===== src/rtl/core/shfr_pkg.sv =====
`timescale 1ns / 1ps
// ----------------------------------------------------------------------------
// shfr_pkg: shared types and codes of the sync-header frame receiver
// Field widths, input action codes, event codes and register indexes.
// ----------------------------------------------------------------------------
package shfr_pkg;

  localparam int unsigned ActW     = 2;
  localparam int unsigned ByteW    = 8;
  localparam int unsigned EventW   = 3;
  localparam int unsigned LenW     = 7;
  localparam int unsigned PosW     = 6;
  localparam int unsigned TimeoutW = 16;
  localparam int unsigned CfgIdxW  = 2;
  localparam int unsigned CfgDataW = 16;

  typedef enum logic [ActW-1:0] {
    ACT_BYTE    = 2'd0,
    ACT_TICK    = 2'd1,
    ACT_READ    = 2'd2,
    ACT_DISCARD = 2'd3
  } action_e;

  typedef enum logic [EventW-1:0] {
    EV_NONE     = 3'd0,
    EV_STORED   = 3'd1,
    EV_SUM_BAD  = 3'd2,
    EV_DROP     = 3'd3,
    EV_LEN_REJ  = 3'd4,
    EV_TIMEOUT  = 3'd5
  } event_e;

  typedef enum logic [CfgIdxW-1:0] {
    CFG_FIRST_HDR  = 2'd0,
    CFG_SECOND_HDR = 2'd1,
    CFG_TIMEOUT    = 2'd2
  } cfg_idx_e;

endpackage


===== src/rtl/core/shfr_if.sv =====
`timescale 1ns / 1ps
// ----------------------------------------------------------------------------
// shfr_if: channel interfaces of the sync-header frame receiver
// Input word channel, result channel and register write channel.
// ----------------------------------------------------------------------------
interface shfr_in_if import shfr_pkg::*; ();
  logic             valid;
  logic             ready;
  logic [ActW-1:0]  action;
  logic [ByteW-1:0] data_byte;

  modport source (output valid, action, data_byte, input ready);
  modport sink   (input valid, action, data_byte, output ready);
endinterface

interface shfr_out_if import shfr_pkg::*; ();
  logic              valid;
  logic              ready;
  logic [EventW-1:0] event_code;
  logic              mailbox_full_flag;
  logic              read_valid;
  logic [ByteW-1:0]  msg_cmd;
  logic [LenW-1:0]   msg_len;
  logic [ByteW-1:0]  payload_byte;
  logic [PosW-1:0]   payload_position;
  logic              last;

  modport source (output valid, event_code, mailbox_full_flag, read_valid, msg_cmd,
                  msg_len, payload_byte, payload_position, last, input ready);
  modport sink   (input valid, event_code, mailbox_full_flag, read_valid, msg_cmd,
                  msg_len, payload_byte, payload_position, last, output ready);
endinterface

interface shfr_cfg_if import shfr_pkg::*; ();
  logic                valid;
  logic                ready;
  logic [CfgIdxW-1:0]  index;
  logic [CfgDataW-1:0] data;

  modport source (output valid, index, data, input ready);
  modport sink   (input valid, index, data, output ready);
endinterface


===== src/rtl/core/sync_header_frame_receiver.sv =====
`timescale 1ns / 1ps
// ----------------------------------------------------------------------------
// sync_header_frame_receiver: frame parser with a one-frame mailbox
// Parses H1 H2 LEN CMD PAYLOAD SUM frames from line bytes, keeps one good
// frame in a mailbox and streams it out on request.
// ----------------------------------------------------------------------------
// Usage:
//   in_chan  - one word per action: line byte, tick, mailbox read, discard.
//   out_chan - result words; each input word gives one result, except a
//              read of a full mailbox, which gives one word per payload byte
//              (one word if the frame has no payload); last marks the end.
//   cfg_chan - register writes (header bytes, idle timeout), always ready;
//              write only while the block is idle.
// Result timing:
//   The result of a byte, tick, discard or empty read is registered at the
//   accepting edge. A mailbox read steps through an address state and a
//   data state for each payload byte, as the payload memory has one write
//   port and one read port with registered read data.
// Payload bytes live in one memory of two banks: one bank captures the frame
// being parsed, the other holds the mailbox; a stored frame swaps the banks.
// Reset empties the mailbox and puts the parser on the hunt for the first
// header byte; the payload memory needs no clearing. While the result
// register is held by a stalled receiver, no new input word is taken and a
// read stream pauses.
// ----------------------------------------------------------------------------
module sync_header_frame_receiver import shfr_pkg::*; #(
  parameter int unsigned PAYLOAD_LIMIT = 32
) (
  input  logic  clk_i,
  input  logic  rst_ni,
  shfr_in_if.sink    in_chan,
  shfr_out_if.source out_chan,
  shfr_cfg_if.sink   cfg_chan
);

  localparam int unsigned Depth = 2 * PAYLOAD_LIMIT;
  localparam int unsigned AddrW = $clog2(Depth);
  localparam int unsigned IdxW  = (PAYLOAD_LIMIT > 1) ? $clog2(PAYLOAD_LIMIT) : 1;
  localparam logic [ByteW-1:0] LimitByte = ByteW'(PAYLOAD_LIMIT);
  localparam logic [LenW-1:0]  LimitLen  = LenW'(PAYLOAD_LIMIT);
  localparam logic [AddrW-1:0] BankBase  = AddrW'(PAYLOAD_LIMIT);

  typedef enum logic [2:0] {
    PH_HUNT1 = 3'd0,
    PH_HUNT2 = 3'd1,
    PH_LEN   = 3'd2,
    PH_CMD   = 3'd3,
    PH_PAY   = 3'd4,
    PH_SUM   = 3'd5
  } phase_e;

  typedef enum logic [1:0] {
    S_IDLE,
    S_RD_ADDR,
    S_RD_DATA
  } state_e;

  typedef struct packed {
    logic [EventW-1:0] event_code;
    logic              mailbox_full_flag;
    logic              read_valid;
    logic [ByteW-1:0]  msg_cmd;
    logic [LenW-1:0]   msg_len;
    logic [ByteW-1:0]  payload_byte;
    logic [PosW-1:0]   payload_position;
    logic              last;
  } out_t;

  // registers
  state_e               state_q;
  logic                 out_valid_q;
  out_t                 out_q;
  logic [ByteW-1:0]     first_hdr_q, second_hdr_q;
  logic [TimeoutW-1:0]  timeout_q;
  phase_e               phase_q, phase_d;
  logic [LenW-1:0]      len_q, len_d;
  logic [ByteW-1:0]     cmd_q, cmd_d;
  logic [LenW-1:0]      fill_q, fill_d;
  logic [ByteW-1:0]     sum_q, sum_d;
  logic [TimeoutW-1:0]  idle_q, idle_d;
  logic                 occ_q, occ_d;
  logic                 mbx_bank_q, mbx_bank_d;
  logic [ByteW-1:0]     mbx_cmd_q, mbx_cmd_d;
  logic [LenW-1:0]      mbx_len_q, mbx_len_d;
  logic [LenW-1:0]      rd_pos_q;
  logic [ByteW-1:0]     mem_q [Depth];
  logic [ByteW-1:0]     rdata_q;

  // step logic
  event_e               ev_d;
  logic                 clear_parser;
  phase_e               clear_phase;
  logic [TimeoutW-1:0]  idle_inc;
  logic                 mem_we;
  logic [AddrW-1:0]     mem_waddr, mem_raddr;
  logic                 mem_re;
  logic                 in_fire, out_take, out_free;
  logic                 out_load;
  logic                 read_full;
  logic [LenW-1:0]      rd_pos_next;
  logic [ByteW-1:0]     b;

  assign b         = in_chan.data_byte;
  assign out_free  = !out_valid_q || out_chan.ready;
  assign out_take  = out_valid_q && out_chan.ready;
  assign in_chan.ready = (state_q == S_IDLE) && out_free;
  assign in_fire   = in_chan.valid && in_chan.ready;
  assign read_full = (in_chan.action == ACT_READ) && occ_q;
  assign cfg_chan.ready = 1'b1;

  // a new result word enters the output register
  assign out_load  = (state_q == S_IDLE) ? (in_fire && !(read_full && (mbx_len_q != '0)))
                                         : ((state_q == S_RD_DATA) && out_free);

  // capture bank is always the one the mailbox does not hold
  assign mem_waddr = mbx_bank_q ? AddrW'(fill_q[IdxW-1:0])
                                : BankBase + AddrW'(fill_q[IdxW-1:0]);
  assign mem_raddr = mbx_bank_q ? BankBase + AddrW'(rd_pos_q[IdxW-1:0])
                                : AddrW'(rd_pos_q[IdxW-1:0]);
  assign mem_re    = (state_q == S_RD_ADDR);
  assign rd_pos_next = rd_pos_q + LenW'(1);
  assign idle_inc  = (idle_q == '1) ? idle_q : idle_q + TimeoutW'(1);

  always_comb begin
    phase_d      = phase_q;
    len_d        = len_q;
    cmd_d        = cmd_q;
    fill_d       = fill_q;
    sum_d        = sum_q;
    idle_d       = idle_q;
    occ_d        = occ_q;
    mbx_bank_d   = mbx_bank_q;
    mbx_cmd_d    = mbx_cmd_q;
    mbx_len_d    = mbx_len_q;
    ev_d         = EV_NONE;
    mem_we       = 1'b0;
    clear_parser = 1'b0;
    clear_phase  = PH_HUNT1;
    case (in_chan.action)
      ACT_BYTE: begin
        idle_d = '0;
        unique case (phase_q)
          PH_HUNT1: begin
            if (b == first_hdr_q) phase_d = PH_HUNT2;
          end
          PH_HUNT2: begin
            if (b == second_hdr_q) begin
              phase_d = PH_LEN;
            end else begin
              clear_parser = 1'b1;
              clear_phase  = (b == first_hdr_q) ? PH_HUNT2 : PH_HUNT1;
            end
          end
          PH_LEN: begin
            if (b > LimitByte) begin
              ev_d         = EV_LEN_REJ;
              clear_parser = 1'b1;
              clear_phase  = (b == first_hdr_q) ? PH_HUNT2 : PH_HUNT1;
            end else begin
              len_d   = b[LenW-1:0];
              fill_d  = '0;
              sum_d   = b;
              phase_d = PH_CMD;
            end
          end
          PH_CMD: begin
            cmd_d   = b;
            sum_d   = sum_q + b;
            phase_d = (len_q == '0) ? PH_SUM : PH_PAY;
          end
          PH_PAY: begin
            mem_we = (fill_q < LimitLen);
            sum_d  = sum_q + b;
            fill_d = fill_q + LenW'(1);
            if (fill_d >= len_q) phase_d = PH_SUM;
          end
          PH_SUM: begin
            if (b != sum_q) begin
              ev_d = EV_SUM_BAD;
            end else if (occ_q) begin
              ev_d = EV_DROP;
            end else begin
              // swap banks instead of copying the payload
              mbx_cmd_d  = cmd_q;
              mbx_len_d  = len_q;
              mbx_bank_d = ~mbx_bank_q;
              occ_d      = 1'b1;
              ev_d       = EV_STORED;
            end
            clear_parser = 1'b1;
          end
          default: clear_parser = 1'b1;
        endcase
      end
      ACT_TICK: begin
        if (phase_q != PH_HUNT1) begin
          idle_d = idle_inc;
          if (idle_inc >= timeout_q) begin
            clear_parser = 1'b1;
            ev_d         = EV_TIMEOUT;
          end
        end
      end
      ACT_DISCARD: begin
        occ_d        = 1'b0;
        clear_parser = 1'b1;
      end
      default: ;
    endcase
    if (clear_parser) begin
      phase_d = clear_phase;
      len_d   = '0;
      cmd_d   = '0;
      fill_d  = '0;
      sum_d   = '0;
      idle_d  = '0;
    end
  end

  // control state, parser state and registered outputs
  always_ff @(posedge clk_i or negedge rst_ni) begin
    if (!rst_ni) begin
      state_q      <= S_IDLE;
      out_valid_q  <= 1'b0;
      first_hdr_q  <= 8'hAA;
      second_hdr_q <= 8'h55;
      timeout_q    <= 16'd50;
      phase_q      <= PH_HUNT1;
      len_q        <= '0;
      cmd_q        <= '0;
      fill_q       <= '0;
      sum_q        <= '0;
      idle_q       <= '0;
      occ_q        <= 1'b0;
      mbx_bank_q   <= 1'b0;
      mbx_cmd_q    <= '0;
      mbx_len_q    <= '0;
      rd_pos_q     <= '0;
    end else begin
      if (cfg_chan.valid && cfg_chan.ready) begin
        unique case (cfg_chan.index)
          CFG_FIRST_HDR:  first_hdr_q  <= cfg_chan.data[ByteW-1:0];
          CFG_SECOND_HDR: second_hdr_q <= cfg_chan.data[ByteW-1:0];
          CFG_TIMEOUT:    timeout_q    <= cfg_chan.data[TimeoutW-1:0];
          default: ;
        endcase
      end
      if (out_load)      out_valid_q <= 1'b1;
      else if (out_take) out_valid_q <= 1'b0;
      unique case (state_q)
        S_IDLE: begin
          if (in_fire) begin
            if (read_full) begin
              occ_q    <= 1'b0;
              rd_pos_q <= '0;
              if (mbx_len_q != '0) state_q <= S_RD_ADDR;
            end else begin
              phase_q     <= phase_d;
              len_q       <= len_d;
              cmd_q       <= cmd_d;
              fill_q      <= fill_d;
              sum_q       <= sum_d;
              idle_q      <= idle_d;
              occ_q       <= occ_d;
              mbx_bank_q  <= mbx_bank_d;
              mbx_cmd_q   <= mbx_cmd_d;
              mbx_len_q   <= mbx_len_d;
            end
          end
        end
        S_RD_ADDR: state_q <= S_RD_DATA;
        S_RD_DATA: begin
          if (out_free) begin
            rd_pos_q    <= rd_pos_next;
            state_q     <= (rd_pos_next == mbx_len_q) ? S_IDLE : S_RD_ADDR;
          end
        end
        default: state_q <= S_IDLE;
      endcase
    end
  end

  // result payload; loaded whenever out_valid_q is set above
  always_ff @(posedge clk_i) begin
    unique case (state_q)
      S_IDLE: begin
        if (in_fire) begin
          out_q.event_code        <= read_full ? EV_NONE : ev_d;
          out_q.mailbox_full_flag <= read_full ? 1'b0 : occ_d;
          out_q.read_valid        <= read_full;
          out_q.msg_cmd           <= read_full ? mbx_cmd_q : '0;
          out_q.msg_len           <= read_full ? mbx_len_q : '0;
          out_q.payload_byte      <= '0;
          out_q.payload_position  <= '0;
          out_q.last              <= 1'b1;
        end
      end
      S_RD_DATA: begin
        if (out_free) begin
          out_q.event_code        <= EV_NONE;
          out_q.mailbox_full_flag <= 1'b0;
          out_q.read_valid        <= 1'b1;
          out_q.msg_cmd           <= mbx_cmd_q;
          out_q.msg_len           <= mbx_len_q;
          out_q.payload_byte      <= rdata_q;
          out_q.payload_position  <= rd_pos_q[PosW-1:0];
          out_q.last              <= (rd_pos_next == mbx_len_q);
        end
      end
      default: ;
    endcase
  end

  // payload memory: one write port, one registered read port
  always_ff @(posedge clk_i) begin
    if (in_fire && mem_we) mem_q[mem_waddr] <= b;
    if (mem_re) rdata_q <= mem_q[mem_raddr];
  end

  assign out_chan.valid             = out_valid_q;
  assign out_chan.event_code        = out_q.event_code;
  assign out_chan.mailbox_full_flag = out_q.mailbox_full_flag;
  assign out_chan.read_valid        = out_q.read_valid;
  assign out_chan.msg_cmd           = out_q.msg_cmd;
  assign out_chan.msg_len           = out_q.msg_len;
  assign out_chan.payload_byte      = out_q.payload_byte;
  assign out_chan.payload_position  = out_q.payload_position;
  assign out_chan.last              = out_q.last;

  // a bank swap only ever fills an empty mailbox
  assert property (@(posedge clk_i) disable iff (!rst_ni)
    (mbx_bank_q != $past(mbx_bank_q)) |-> (occ_q && !$past(occ_q)))
    else $error("mailbox bank swapped while mailbox was occupied");

  // no capture write may land while the mailbox is being streamed
  assert property (@(posedge clk_i) disable iff (!rst_ni)
    (state_q != S_IDLE) |-> (!in_chan.ready && !(in_fire && mem_we)))
    else $error("input taken during mailbox readout");

  // a streamed payload word never reports a full mailbox
  assert property (@(posedge clk_i) disable iff (!rst_ni)
    (out_valid_q && out_q.read_valid) |-> (!out_q.mailbox_full_flag && !occ_q))
    else $error("mailbox still occupied during readout");

  // readout position stays inside the stored frame
  assert property (@(posedge clk_i) disable iff (!rst_ni)
    (state_q == S_RD_DATA) |-> (rd_pos_q < mbx_len_q))
    else $error("readout position beyond frame length");

endmodule


===== src/flat_wrapper.sv =====
// flat-port wrapper written by rule: the top's interface ports become plain ports
module sync_header_frame_receiver_flat import shfr_pkg::*;
#(
  parameter int unsigned PAYLOAD_LIMIT = 32
)
  (clk_i, rst_ni, in_chan_valid, in_chan_action, in_chan_data_byte, in_chan_ready, out_chan_valid, out_chan_event_code, out_chan_mailbox_full_flag, out_chan_read_valid, out_chan_msg_cmd, out_chan_msg_len, out_chan_payload_byte, out_chan_payload_position, out_chan_last, out_chan_ready, cfg_chan_valid, cfg_chan_index, cfg_chan_data, cfg_chan_ready);
  shfr_in_if in_chan_i ();
  shfr_out_if out_chan_i ();
  shfr_cfg_if cfg_chan_i ();
  input  logic clk_i;
  input  logic rst_ni;
  input wire logic [$bits(in_chan_i.valid)-1:0] in_chan_valid;
  input wire logic [$bits(in_chan_i.action)-1:0] in_chan_action;
  input wire logic [$bits(in_chan_i.data_byte)-1:0] in_chan_data_byte;
  output wire logic [$bits(in_chan_i.ready)-1:0] in_chan_ready;
  output wire logic [$bits(out_chan_i.valid)-1:0] out_chan_valid;
  output wire logic [$bits(out_chan_i.event_code)-1:0] out_chan_event_code;
  output wire logic [$bits(out_chan_i.mailbox_full_flag)-1:0] out_chan_mailbox_full_flag;
  output wire logic [$bits(out_chan_i.read_valid)-1:0] out_chan_read_valid;
  output wire logic [$bits(out_chan_i.msg_cmd)-1:0] out_chan_msg_cmd;
  output wire logic [$bits(out_chan_i.msg_len)-1:0] out_chan_msg_len;
  output wire logic [$bits(out_chan_i.payload_byte)-1:0] out_chan_payload_byte;
  output wire logic [$bits(out_chan_i.payload_position)-1:0] out_chan_payload_position;
  output wire logic [$bits(out_chan_i.last)-1:0] out_chan_last;
  input wire logic [$bits(out_chan_i.ready)-1:0] out_chan_ready;
  input wire logic [$bits(cfg_chan_i.valid)-1:0] cfg_chan_valid;
  input wire logic [$bits(cfg_chan_i.index)-1:0] cfg_chan_index;
  input wire logic [$bits(cfg_chan_i.data)-1:0] cfg_chan_data;
  output wire logic [$bits(cfg_chan_i.ready)-1:0] cfg_chan_ready;
  assign in_chan_i.valid = in_chan_valid;
  assign in_chan_i.action = in_chan_action;
  assign in_chan_i.data_byte = in_chan_data_byte;
  assign in_chan_ready = in_chan_i.ready;
  assign out_chan_valid = out_chan_i.valid;
  assign out_chan_event_code = out_chan_i.event_code;
  assign out_chan_mailbox_full_flag = out_chan_i.mailbox_full_flag;
  assign out_chan_read_valid = out_chan_i.read_valid;
  assign out_chan_msg_cmd = out_chan_i.msg_cmd;
  assign out_chan_msg_len = out_chan_i.msg_len;
  assign out_chan_payload_byte = out_chan_i.payload_byte;
  assign out_chan_payload_position = out_chan_i.payload_position;
  assign out_chan_last = out_chan_i.last;
  assign out_chan_i.ready = out_chan_ready;
  assign cfg_chan_i.valid = cfg_chan_valid;
  assign cfg_chan_i.index = cfg_chan_index;
  assign cfg_chan_i.data = cfg_chan_data;
  assign cfg_chan_ready = cfg_chan_i.ready;
  sync_header_frame_receiver #(.PAYLOAD_LIMIT(PAYLOAD_LIMIT)) u_core (.clk_i(clk_i), .rst_ni(rst_ni), .in_chan(in_chan_i), .out_chan(out_chan_i), .cfg_chan(cfg_chan_i));
endmodule

===== config.mk =====
export PLATFORM = sky130hd
export DESIGN_NAME = sync_header_frame_receiver_flat
export DESIGN_NICKNAME = d
export VERILOG_FILES = /design/src/rtl/core/shfr_pkg.sv /design/src/rtl/core/shfr_if.sv /design/src/rtl/core/sync_header_frame_receiver.sv /design/src/flat_wrapper.sv
export SDC_FILE = /design/constraint.sdc
export NUM_CORES = 1
export LEC_CHECK = 0
export ABC_AREA = 1
export BUFFER_PORTS_ARGS = -buffer_cell sky130_fd_sc_hd__buf_2
export CAP_MARGIN = 30
export CELL_PAD_IN_SITES_DETAIL_PLACEMENT = 1
export CELL_PAD_IN_SITES_GLOBAL_PLACEMENT = 1
export CORE_MARGIN = 5
export CORE_UTILIZATION = 40
export DETAILED_ROUTE_END_ITERATION = 7
export PLACE_DENSITY = 0.76
export REMOVE_ABC_BUFFERS = 1
export SETUP_SLACK_MARGIN = 0.4
export SYNTH_ARGS = -nofsm -noshare
export SYNTH_HDL_FRONTEND = slang
export SYNTH_SLANG_ARGS = --single-unit

===== constraint.sdc =====
create_clock -name clk_i -period 5.1 [get_ports clk_i]
set_clock_uncertainty 0.1 [all_clocks]
set_input_delay 0.255 -clock clk_i [delete_from_list [all_inputs] [get_ports clk_i]]
set_output_delay 0.255 -clock clk_i [all_outputs]
set_load 0.01 [all_outputs]

Word-level counts from Yosys, hierarchy flattened

Memories as Yosys holds them, arrays and structs flattened. A register that Yosys moved wholly into a read port is not among the register bits.
Index checks and enable logic that the tools add are counted.

$add $sub $neg: 6
$mul: 0
Divide/modulo/power cells: 0
Order comparisons: 4
Equality and inequality tests: 27
Shift operators: 0
Mux-type cells: 74
Bitwise logic cells: 4
Reduce and logical (&&, ||, !) cells: 43

Operators with widths:

| operator              | count |
|---|---|
| $mux 7                | 11 |
| $mux 35               | 2 |
| $pmux 35 s2           | 1 |
| $mux 8                | 7 |
| $mux 16               | 3 |
| $mux 3                | 14 |
| $pmux 16 s2           | 1 |
| $pmux 7 s2            | 2 |
| $pmux 3 s2            | 3 |
| $reduce_and 6->1      | 3 |
| $mux 1                | 17 |
| $add 16x1->16 const B | 1 |
| $eq 16x16->1 const B  | 1 |
| $eq 8x8->1            | 2 |
| $ge 16x16->1          | 1 |
| $pmux 8 s2            | 1 |
| $pmux 3 s5            | 1 |
| $add 7x1->7 const B   | 2 |
| $add 6x5->6 const A   | 2 |
| $mux 6                | 2 |
| $ne 3x1->1 const B    | 4 |
| $reduce_bool 3->1     | 4 |
| $mux 2                | 5 |
| $reduce_and 5->1      | 2 |
| other kinds (34)      | 66 |

Bits in registers: 143
Bits in latches: 0
Bits in writable memories: 512
ROM bits: 0
Input port bits: 33
Word-level logic and storage cells: 183
Memories kept: 1

Memory list:

| memory       | depth | bits a word | read ports | clocked after memory_dff | wr ports | RTL line                         | RTL |
|---|---|---|---|---|---|---|---|
| u_core.mem_q | 64    | 8           | 1          | 1                        | 1        | sync_header_frame_receiver.sv:86 | `logic [ByteW-1:0] mem_q [Depth];` |

Longest topological paths before layout

Gate-level depths: netlist of the first run.

Depth in word-level cells: 9
Depth in mapped cells: 27

Worst setup path after synthesis of the first run

Ideal clock, no wire load.

Path kind: reg2reg
Start point: register u_core.idle_q[0]
End point: register u_core.cmd_q[5]
Arrival time: 3.024 ns
Path slack: 1.855 ns
Cell stages (with the launch flop): 27
Path buffers: 1
Period minus slack after synthesis: 3.245 ns
Path through: dfrtp_1 > ha_1 > nand2_1 > inv_1 > nand2_1 > nor2_1 > nand4_1 > nand3_1 > nor2_1 > xor2_1 > inv_1 > ha_1 > nand2_1 > nor2_1 > and2_1 > nor2_1 > nand2_1 > nand2_1 > nand2_1 > nand2_1 > nand3_1 > nand2_1 > inv_2 > nand2_2 > buf_4 > nand2_1 > o21ai_1

Cells in the longest elaborated chain, start to end: 8

Ends and longest elaborated chain:

| item                                                 | RTL line                          | RTL |
|---|---|---|
| from (decl)                                          | sync_header_frame_receiver.sv:80  | `logic [TimeoutW-1:0] idle_q, idle_d;` |
| from (signal assigned)                               | sync_header_frame_receiver.sv:263 | `idle_q <= idle_d;` |
| $add 16x1->16 / $eq 16x16->1 (equally long branches) | sync_header_frame_receiver.sv:122 | `assign idle_inc = (idle_q == '1) ? idle_q : idle_q + TimeoutW'(1);` |
| $mux 16 (*)                                          | sync_header_frame_receiver.sv:122 |  |
| $ge 16x16->1 (*)                                     | sync_header_frame_receiver.sv:198 | `if (idle_inc >= timeout_q) begin` |
| $mux 1 (*)                                           | sync_header_frame_receiver.sv:198 |  |
| $mux 1 (*)                                           | sync_header_frame_receiver.sv:196 | `if (phase_q != PH_HUNT1) begin` |
| $pmux 1 s3 (*)                                       | sync_header_frame_receiver.sv:139 | `case (in_chan.action)` |
| $reduce_bool 2->1 (no source line)                   | -                                 |  |
| $reduce_and 5->1 (no source line)                    | -                                 |  |
| to (signal assigned)                                 | sync_header_frame_receiver.sv:260 | `cmd_q <= cmd_d;` |
| to (decl)                                            | sync_header_frame_receiver.sv:77  | `logic [ByteW-1:0] cmd_q, cmd_d;` |

Mark *: on every way between the ends. The rest lies on a longest branch, timed or not.
A chain may end at the register's enable or synchronous reset.

Final worst setup path of the first run

Start point: register u_core.idle_q[0]
End point: register u_core.cmd_q[6]

The elaborated chain is that of the path after synthesis.

==> summary.md, run 1 <==
| Metric | Value |
|---|---|
| Die X | 277 µm |
| Final period util | between 80% and 90% |
| FF+latch count, synth | 663 |
| Cell area after placement | 0.0297 mm² |
| Final WL | roughly 80000 µm |
| Core region area | between 0.07 and 0.08 mm² |
| Clock slew at reported path FFs | 0.06 ns |
| Routed vias/inst | between 5 and 6 |
| HPWL Detailed | approximately 50000 µm |
| CTS max path bufs | 3 |
| Worst slew pin tran | 1.06 ns |
| Vias in the first global route | 20900 |
| CP arrival | 4.72 ns |
| Later-pin clock latency in the skew report | slightly above 0.6 ns |
| CP max-delay cell | dfrtp_1 |
| Area growth, synth to finish | 13.4% |
| Routed via count | approximately 19000 |
| Commonest non-fill, non-tap cell in the layout | edfxtp_1 |
| Largest fanout on the critical path | 17 |
| Share of layout cells above drive strength 1 | 10.5% |
| Io pins | 71 |
| CP Data Required Time | about 5.5 ns |
| Synth cell types | 51 |
| Largest net degree at the start of global routing | 113 |
| Synth async-reset ratio | 16.3% |
| Initial antenna violation count | 2 |
| Slew Viols, Final | 0 |
| First-pass iteration count of the detailed router | 5 |
| Crit path launch type | flip-flop |
| Number of synthesized flops with an enable pin | 555 |
| CP Launch Point | u_core.idle_q[0] |
| Reg-to-Reg End | u_core.cmd_q[6] |
| Most frequent cells in the layout | 555 x edfxtp_1, 342 x nor2_1, 261 x o21ai_0, 242 x nand2_1, 147 x inv_1 |
| DRC errors left | 0 |
| Top_reg_cell synth | edfxtp_1 |
| Final Critical Period | 4.29 ns |
| Max incr delay on CP | a little over 0.4 ns |
| Initial DRC Count | approximately 1400 |
| R2R setup slack | slightly above 0.8 ns |
| Static leakage | 11.6 nW |
| Die area | 0.0768 mm² |
| Worst Path Buf+Inv | 4 |
| Pwr dens | ~490 mW/mm² |
| Hold path cells | 1 |
| Initial Util | 40.1% |
| Mapped Area | 0.0285 mm² |
| CTS root buf | clkbuf_16 |
| CTS tree | done |
| Hold Path Origin | in_chan_data_byte[6] |
| Worst r2r path cells | 27 |
| Register area share after synthesis | 67.9% |
| Clk sinks | 663 |
| Critical R2R Launch | u_core.idle_q[0] |
| Final setup violation count | 0 |
| Yosys warns | 0 |
| Final instance area | 0.0323 mm² |
| H-tree depth | 3 |
| CTS buffer count | 72 |
| RePlAce Congestion | 0.836 |
| RSZ-0062 raised after global routing | false |
| GRT Overall Usage | approximately a fifth |
| I/O Buffers | 69 |
| Routed Antenna Nets | 0 |
| Endpoints failing hold | 0 |
| Nets | roughly 2500 |
| First-pass GRT wire length | 123000 µm |
| Max Clk Rate | around 0.23 GHz |
| Maximum VDD drop | 0.269 mV |
| Synth Instances | 2392 |
| Crit. End Element | flip-flop |
| Routed length per instance | roughly 23 µm |
| Total global routing overflow | 0 |
| Die height | 277 µm |
| Status | finished clean |
| CP endpoint | u_core.cmd_q[6] |
| Maxcap violations | 0 |
| Fin util | a little under half |
| Rows | 98 |
| HP Class | input pin to flip-flop |
| Mapped Avg Cell Area | about 12 µm² |
| Final antenna diode count | 0 |
| Setup CP Type | flip-flop to flip-flop |
| Critical path depth | 27 |
| Max_slew headroom | 29.3% |
| CP delay by family, top | simple AND/OR/NAND/NOR gates |
| CP dominant cell by count | nand2_1 |
synthesized netlist by cell type (all sizes together) (14+ instances only):
master | number | area share, %
a21oi | 46 | 0.86
buf | 39 | 0.80
clkbuf | 94 | 1.2
dfrtp | 97 | 8.5
edfxtp | 555 | 58
ha | 39 | 1.7
inv | 151 | 2.0
mux2i | 65 | 2.3
nand2 | 251 | 3.4
nand3 | 122 | 2.4
nand4 | 26 | 0.57
nor2 | 344 | 4.5
o211ai | 65 | 1.7
o21ai | 277 | 4.9
o221ai | 64 | 2.0
o22ai | 69 | 1.5
xnor2 | 14 | 0.43
xor2 | 19 | 0.58
metal layers:
layer | routed length (µm) | global-route usage, %
met5 | 0 | 0
met4 | 2880 | 7.38
met3 | 4020 | 2.70
met2 | 40300 | 35.4
met1 | 33000 | 26.0
state kept, by name, summed over array words and instances (netlist names), 8 cells and up:
name and flops:
u_core.mem_q 512, u_core.idle_q 16, u_core.timeout_q 16, u_core.cmd_q 8, u_core.first_hdr_q 8, u_core.mbx_cmd_q 8, u_core.out_chan.msg_cmd 8, u_core.out_chan.payload_byte 8
u_core.rdata_q 8, u_core.second_hdr_q 8, u_core.sum_q 8
cell type report:
type                            instances  area [µm²]
Sequential cell                       663       19400
Clock inverter                         39         403
Clock buffer                           91        1940
Timing Repair Buffer                  122         845
Fill cell                            7470       38800
Inverter                              155         587
Tap cell                              950        1190
Multi-Input combinational cell       1441        7990
metrics by stage:
step | hold slack (ns) | total power (W) | TNS (ns) | std cells | worst slack, ns
floorplan | -0.141 | 0.00919 | -71.53 | 2259 | -5.77
global placement | 0.343 | 0.0104 | 0 | 3305 | 0.982
detailed placement | 0.361 | 0.0107 | 0 | 3306 | 0.776
CTS | 0.0366 | 0.0159 | 0 | 3455 | 0.645
global route | 0.0534 | 0.0165 | 0 | 3461 | 0.483
finish | 0.0477 | 0.0158 | 0 | 3461 | 0.811
worst min-delay path by stage:
stage                     slack, ns                    to
after detailed placement       0.36       u_core.len_q[4]
after floorplan               -0.14       u_core.cmd_q[0]
after global routing           0.05   u_core.mem_q[63][6]
after CTS                      0.04   u_core.mem_q[61][6]
after global placement         0.34  u_core.timeout_q[13]
final                          0.05   u_core.mem_q[61][6]
worst register-to-register path: stages, from the launching register on:
cell and delay (ns):
dfrtp_1 0.41, ha_1 0.22, nand2_1 0.08, inv_1 0.09
nand2_1 0.10, nor2_1 0.27, nand4_1 0.28, nand3_1 0.20
nor2_1 0.07, xor2_1 0.15, inv_1 0.08, ha_1 0.29
nand2_1 0.09, inv_1 0.05, nand2_1 0.07, nand2_1 0.05
nor2_1 0.10, nand2_1 0.09, nand2_1 0.07, nand2_1 0.06
nand2_1 0.17, nand3_4 0.14, nand2_8 0.16, buf_4 0.28
nand2_1 0.09, nand2_2 0.24, nand2_1 0.12, o21ai_1 0.10
logic make-up after synthesis:
| logic type | count (synthesis) | share of synthesized area (%) |
|---|---|---|
| and+or+nand+nor | 764 | 11.4 |
| DFF | 663 | 67.9 |
| AOI/OAI and AO/OA | 530 | 11.2 |
| buffers and inverters | 288 | 4.08 |
| muxes | 73 | 2.60 |
| adders and majority gates | 40 | 1.78 |
| xor gates and xnor gates | 33 | 1.01 |
| other | 1 | 0.0131 |
what timing repair did:
item	4_1_cts	5_1_grt
buffers inserted	0	4
endpoints found under the hold margin	107	3
hold buffers	19	1
endpoints found under the setup margin	0	27
gates resized for setup	0	1
power by group:
part	switching [W]	internal, W	total (W)
clock network	0.00217	0.00301	0.00519
registers	0.000201	0.00608	0.00628
logic	0.00306	0.00130	0.00436
(Power assumes the default switching activity.)
==> inputs of run 2 (changes only) <==
- clock period: 5.1 -> 4.12 ns (I/O delays scaled with it)
==> run 2 against run 1 <==
Compared with the run above:
- the flow now finishes with violations (hold timing)
- first-iteration DRC count fell by 3.9%
- sequential share of layout area fell by 1.3 points
- sequential power rose by 24%
- critical path type unchanged
- largest power group unchanged
==> summary.md, run 2 (synthesized netlist as in run 1, its figures left out) <==
| Metric | Value |
|---|---|
| Status | finished with violations |
| Failing checks | hold timing |
| Final hold slack | -0.0253 ns |
| Vias in the first global route | 21200 |
| Reg area | about 0.019 mm² |
| Setup CP Type | flip-flop to flip-flop |
| Initial antenna violation count | 3 |
| Routed length per instance | 23.4 µm |
| Slew Viols, Final | 0 |
| Routed vias/inst | 5.67 |
| Final std cells w/o fill | between 3000 and 4000 |
| Placed cell count | 3356 |
| Total global routing overflow | 0 |
| GRT busiest layer | met2 |
| CTS buffer count | 73 |
| Total negative setup slack | 0 ns |
| Commonest non-fill, non-tap cell in the layout | edfxtp_1 |
| HPWL Detailed | about 50000 µm |
| RSZ-0062 raised after global routing | true |
| Static leakage | 12.0 nW |
| CP Launch Point | u_core.idle_q[3] |
| Maxcap violations | 0 |
| Die area | 0.0768 mm² |
| HP Class | input pin to asynchronous set/reset pin |
| DRC errors left | 0 |
| CTS tree | done |
| Max Clk Rate | roughly 0.26 GHz |
| Nets | 2600 |
| Final antenna diode count | 0 |
| Multi-input logic area | slightly above 0.008 mm² |
| Crit path launch type | flip-flop |
| Area growth, synth to finish | 15.9% |
| Final setup violation count | 0 |
| GRT Overall Usage | 20.6% |
| CP arrival | approximately 4.2 ns |
| First-pass GRT wire length | between 100000 and 150000 µm |
| CTS max path bufs | 3 |
| Io pins | 71 |
| Fill count | approximately 7500 |
| Pwr dens | between 500 and 600 mW/mm² |
| Final period util | 92.1% |
| Top flop regs | u_core.mem_q x512, u_core.idle_q x16, u_core.timeout_q x16 |
| Die height | 277 µm |
| Largest net degree at the start of global routing | between 100 and 150 |
| Cell area after placement | 0.0301 mm² |
| H-tree depth | 3 |
| Routed Antenna Nets | 0 |
| Critical R2R Launch | u_core.idle_q[3] |
| Share of layout cells above drive strength 1 | 13.6% |
| I/O Buffers | slightly below 70 |
| Initial Util | 40.1% |
| CTS root buf | clkbuf_16 |
| Endpoints failing hold | 10 |
| Largest fanout on the critical path | 8 |
| Routed via count | 20000 |
| Met1 usage | 26.0% |
| Later-pin clock latency in the skew report | 0.62 ns |
| Die X | 277 µm |
| Initial DRC Count | 1393 |
| First-pass iteration count of the detailed router | 7 |
| Core region area | 0.0711 mm² |
| Most frequent cells in the layout | 555 x edfxtp_1, 338 x nor2_1, 255 x o21ai_0, 230 x nand2_1, 145 x inv_1 |
| Crit. End Element | flip-flop |
| Rows | 98 |
| Clock slew at reported path FFs | 0.06 ns |
| Worst slew pin tran | a little over 1 ns |
| Maximum VDD drop | 0.371 mV |
| Final WL | 82800 µm |
| Final instance area | 0.0331 mm² |
| Met3 usage | 3.52% |
| Final Critical Period | roughly 3.8 ns |
| Clk sinks | between 600 and 700 |
| RePlAce Congestion | 0.857 |
| Routing usage on met2 | 36.0% |
| Max_slew headroom | 32.8% |
| CP Data Required Time | 4.54 ns |
| Max reg flops | 512 |
| Most flops, register | u_core.mem_q |
run 2: cell count changes in the layout (fill, tap and decap cells not counted), sizes merged:
cell	before	now
clkinv	32	31
clkbuf	91	96
clkinvlp	2	3
buf	102	170
bufinv	6	4
inv	154	152
nand2	251	253
run 2: cell type report:
type | count | share of cell area (%)
timing repair inverter | 1 | 0.0151
clock inverter | 34 | 0.965
clock buffer | 96 | 5.91
timing repair buffer | 190 | 4.35
inverter | 155 | 1.78
sequential | 663 | 58.6
multi-input combinational | 1443 | 24.7
tap | 950 | 3.59
run 2: what timing repair did:
item / in CTS / in global routing
hold buffers: 20 / 0
cloned: 0 / 3
endpoints found under the setup margin: 48 / 49
resized for setup: 11 / 52
buffers inserted: 3 / 19
pin swaps: 2 / 29
hold endpoints to repair: 105 / 0
run 2: worst max-delay path, cell delays in order, from the launching register on:
cell	delay, ns
dfrtp_1	0.45
nand3_1	0.18
inv_2	0.16
nand2_4	0.07
nor2_4	0.17
nand4_1	0.22
buf_4	0.21
buf_6	0.11
a21oi_2	0.18
a21oi_1	0.06
inv_1	0.11
ha_1	0.24
nand2_1	0.08
o21bai_1	0.10
a21oi_1	0.08
nor2_1	0.13
nand2_1	0.09
nand2_2	0.11
nand3_4	0.12
buf_12	0.16
a21oi_4	0.27
nand2_1	0.12
o21ai_1	0.16
run 2: metrics by stage:
step	total power (W)	util (%)	worst slack (ns)
floorplan	0.0113	-	-6.75
global placement	0.0130	42.3	0.235
detailed placement	0.0133	42.3	0.0874
CTS	0.0196	45.9	0.408
global route	0.0206	46.5	0.121
finish	0.0197	46.5	0.325
run 2: per-layer routing:
layer | wire [µm] | share of wire, % | vias to the layer above
met3 | 4740 | 5.7 | 193
met2 | 41600 | 50 | 668
met4 | 3280 | 4.0 | 2
met5 | 13 | 0.016 | -
li1 | - | - | 8946
met1 | 33100 | 40 | 10200
run 2: final timing paths:
check | depth (start not counted) | slack [ns] | endpoint
setup / recovery | 22 | 0.33 | u_core.idle_q[5]
hold / removal | 2 | -0.03 | u_core.timeout_q[13]
setup reg to reg | 22 | 0.33 | u_core.idle_q[5]
hold reg to reg | 2 | 0.39 | u_core.timeout_q[2]
max in group asynchronous | 4 | 2.83 | u_core.rd_pos_q[0]
min in group clk_i | 3 | 0.04 | u_core.cmd_q[3]
run 2: where the power goes:
| group | leakage, nW | switching [W] | total (W) | internal (W) |
|---|---|---|---|---|
| registers | 6.40 | 0.000241 | 0.00777 | 0.00753 |
| logic | 4.49 | 0.00389 | 0.00563 | 0.00174 |
| clock network | 1.09 | 0.00265 | 0.00626 | 0.00361 |
| total | 12.0 | 0.00679 | 0.0197 | 0.0129 |
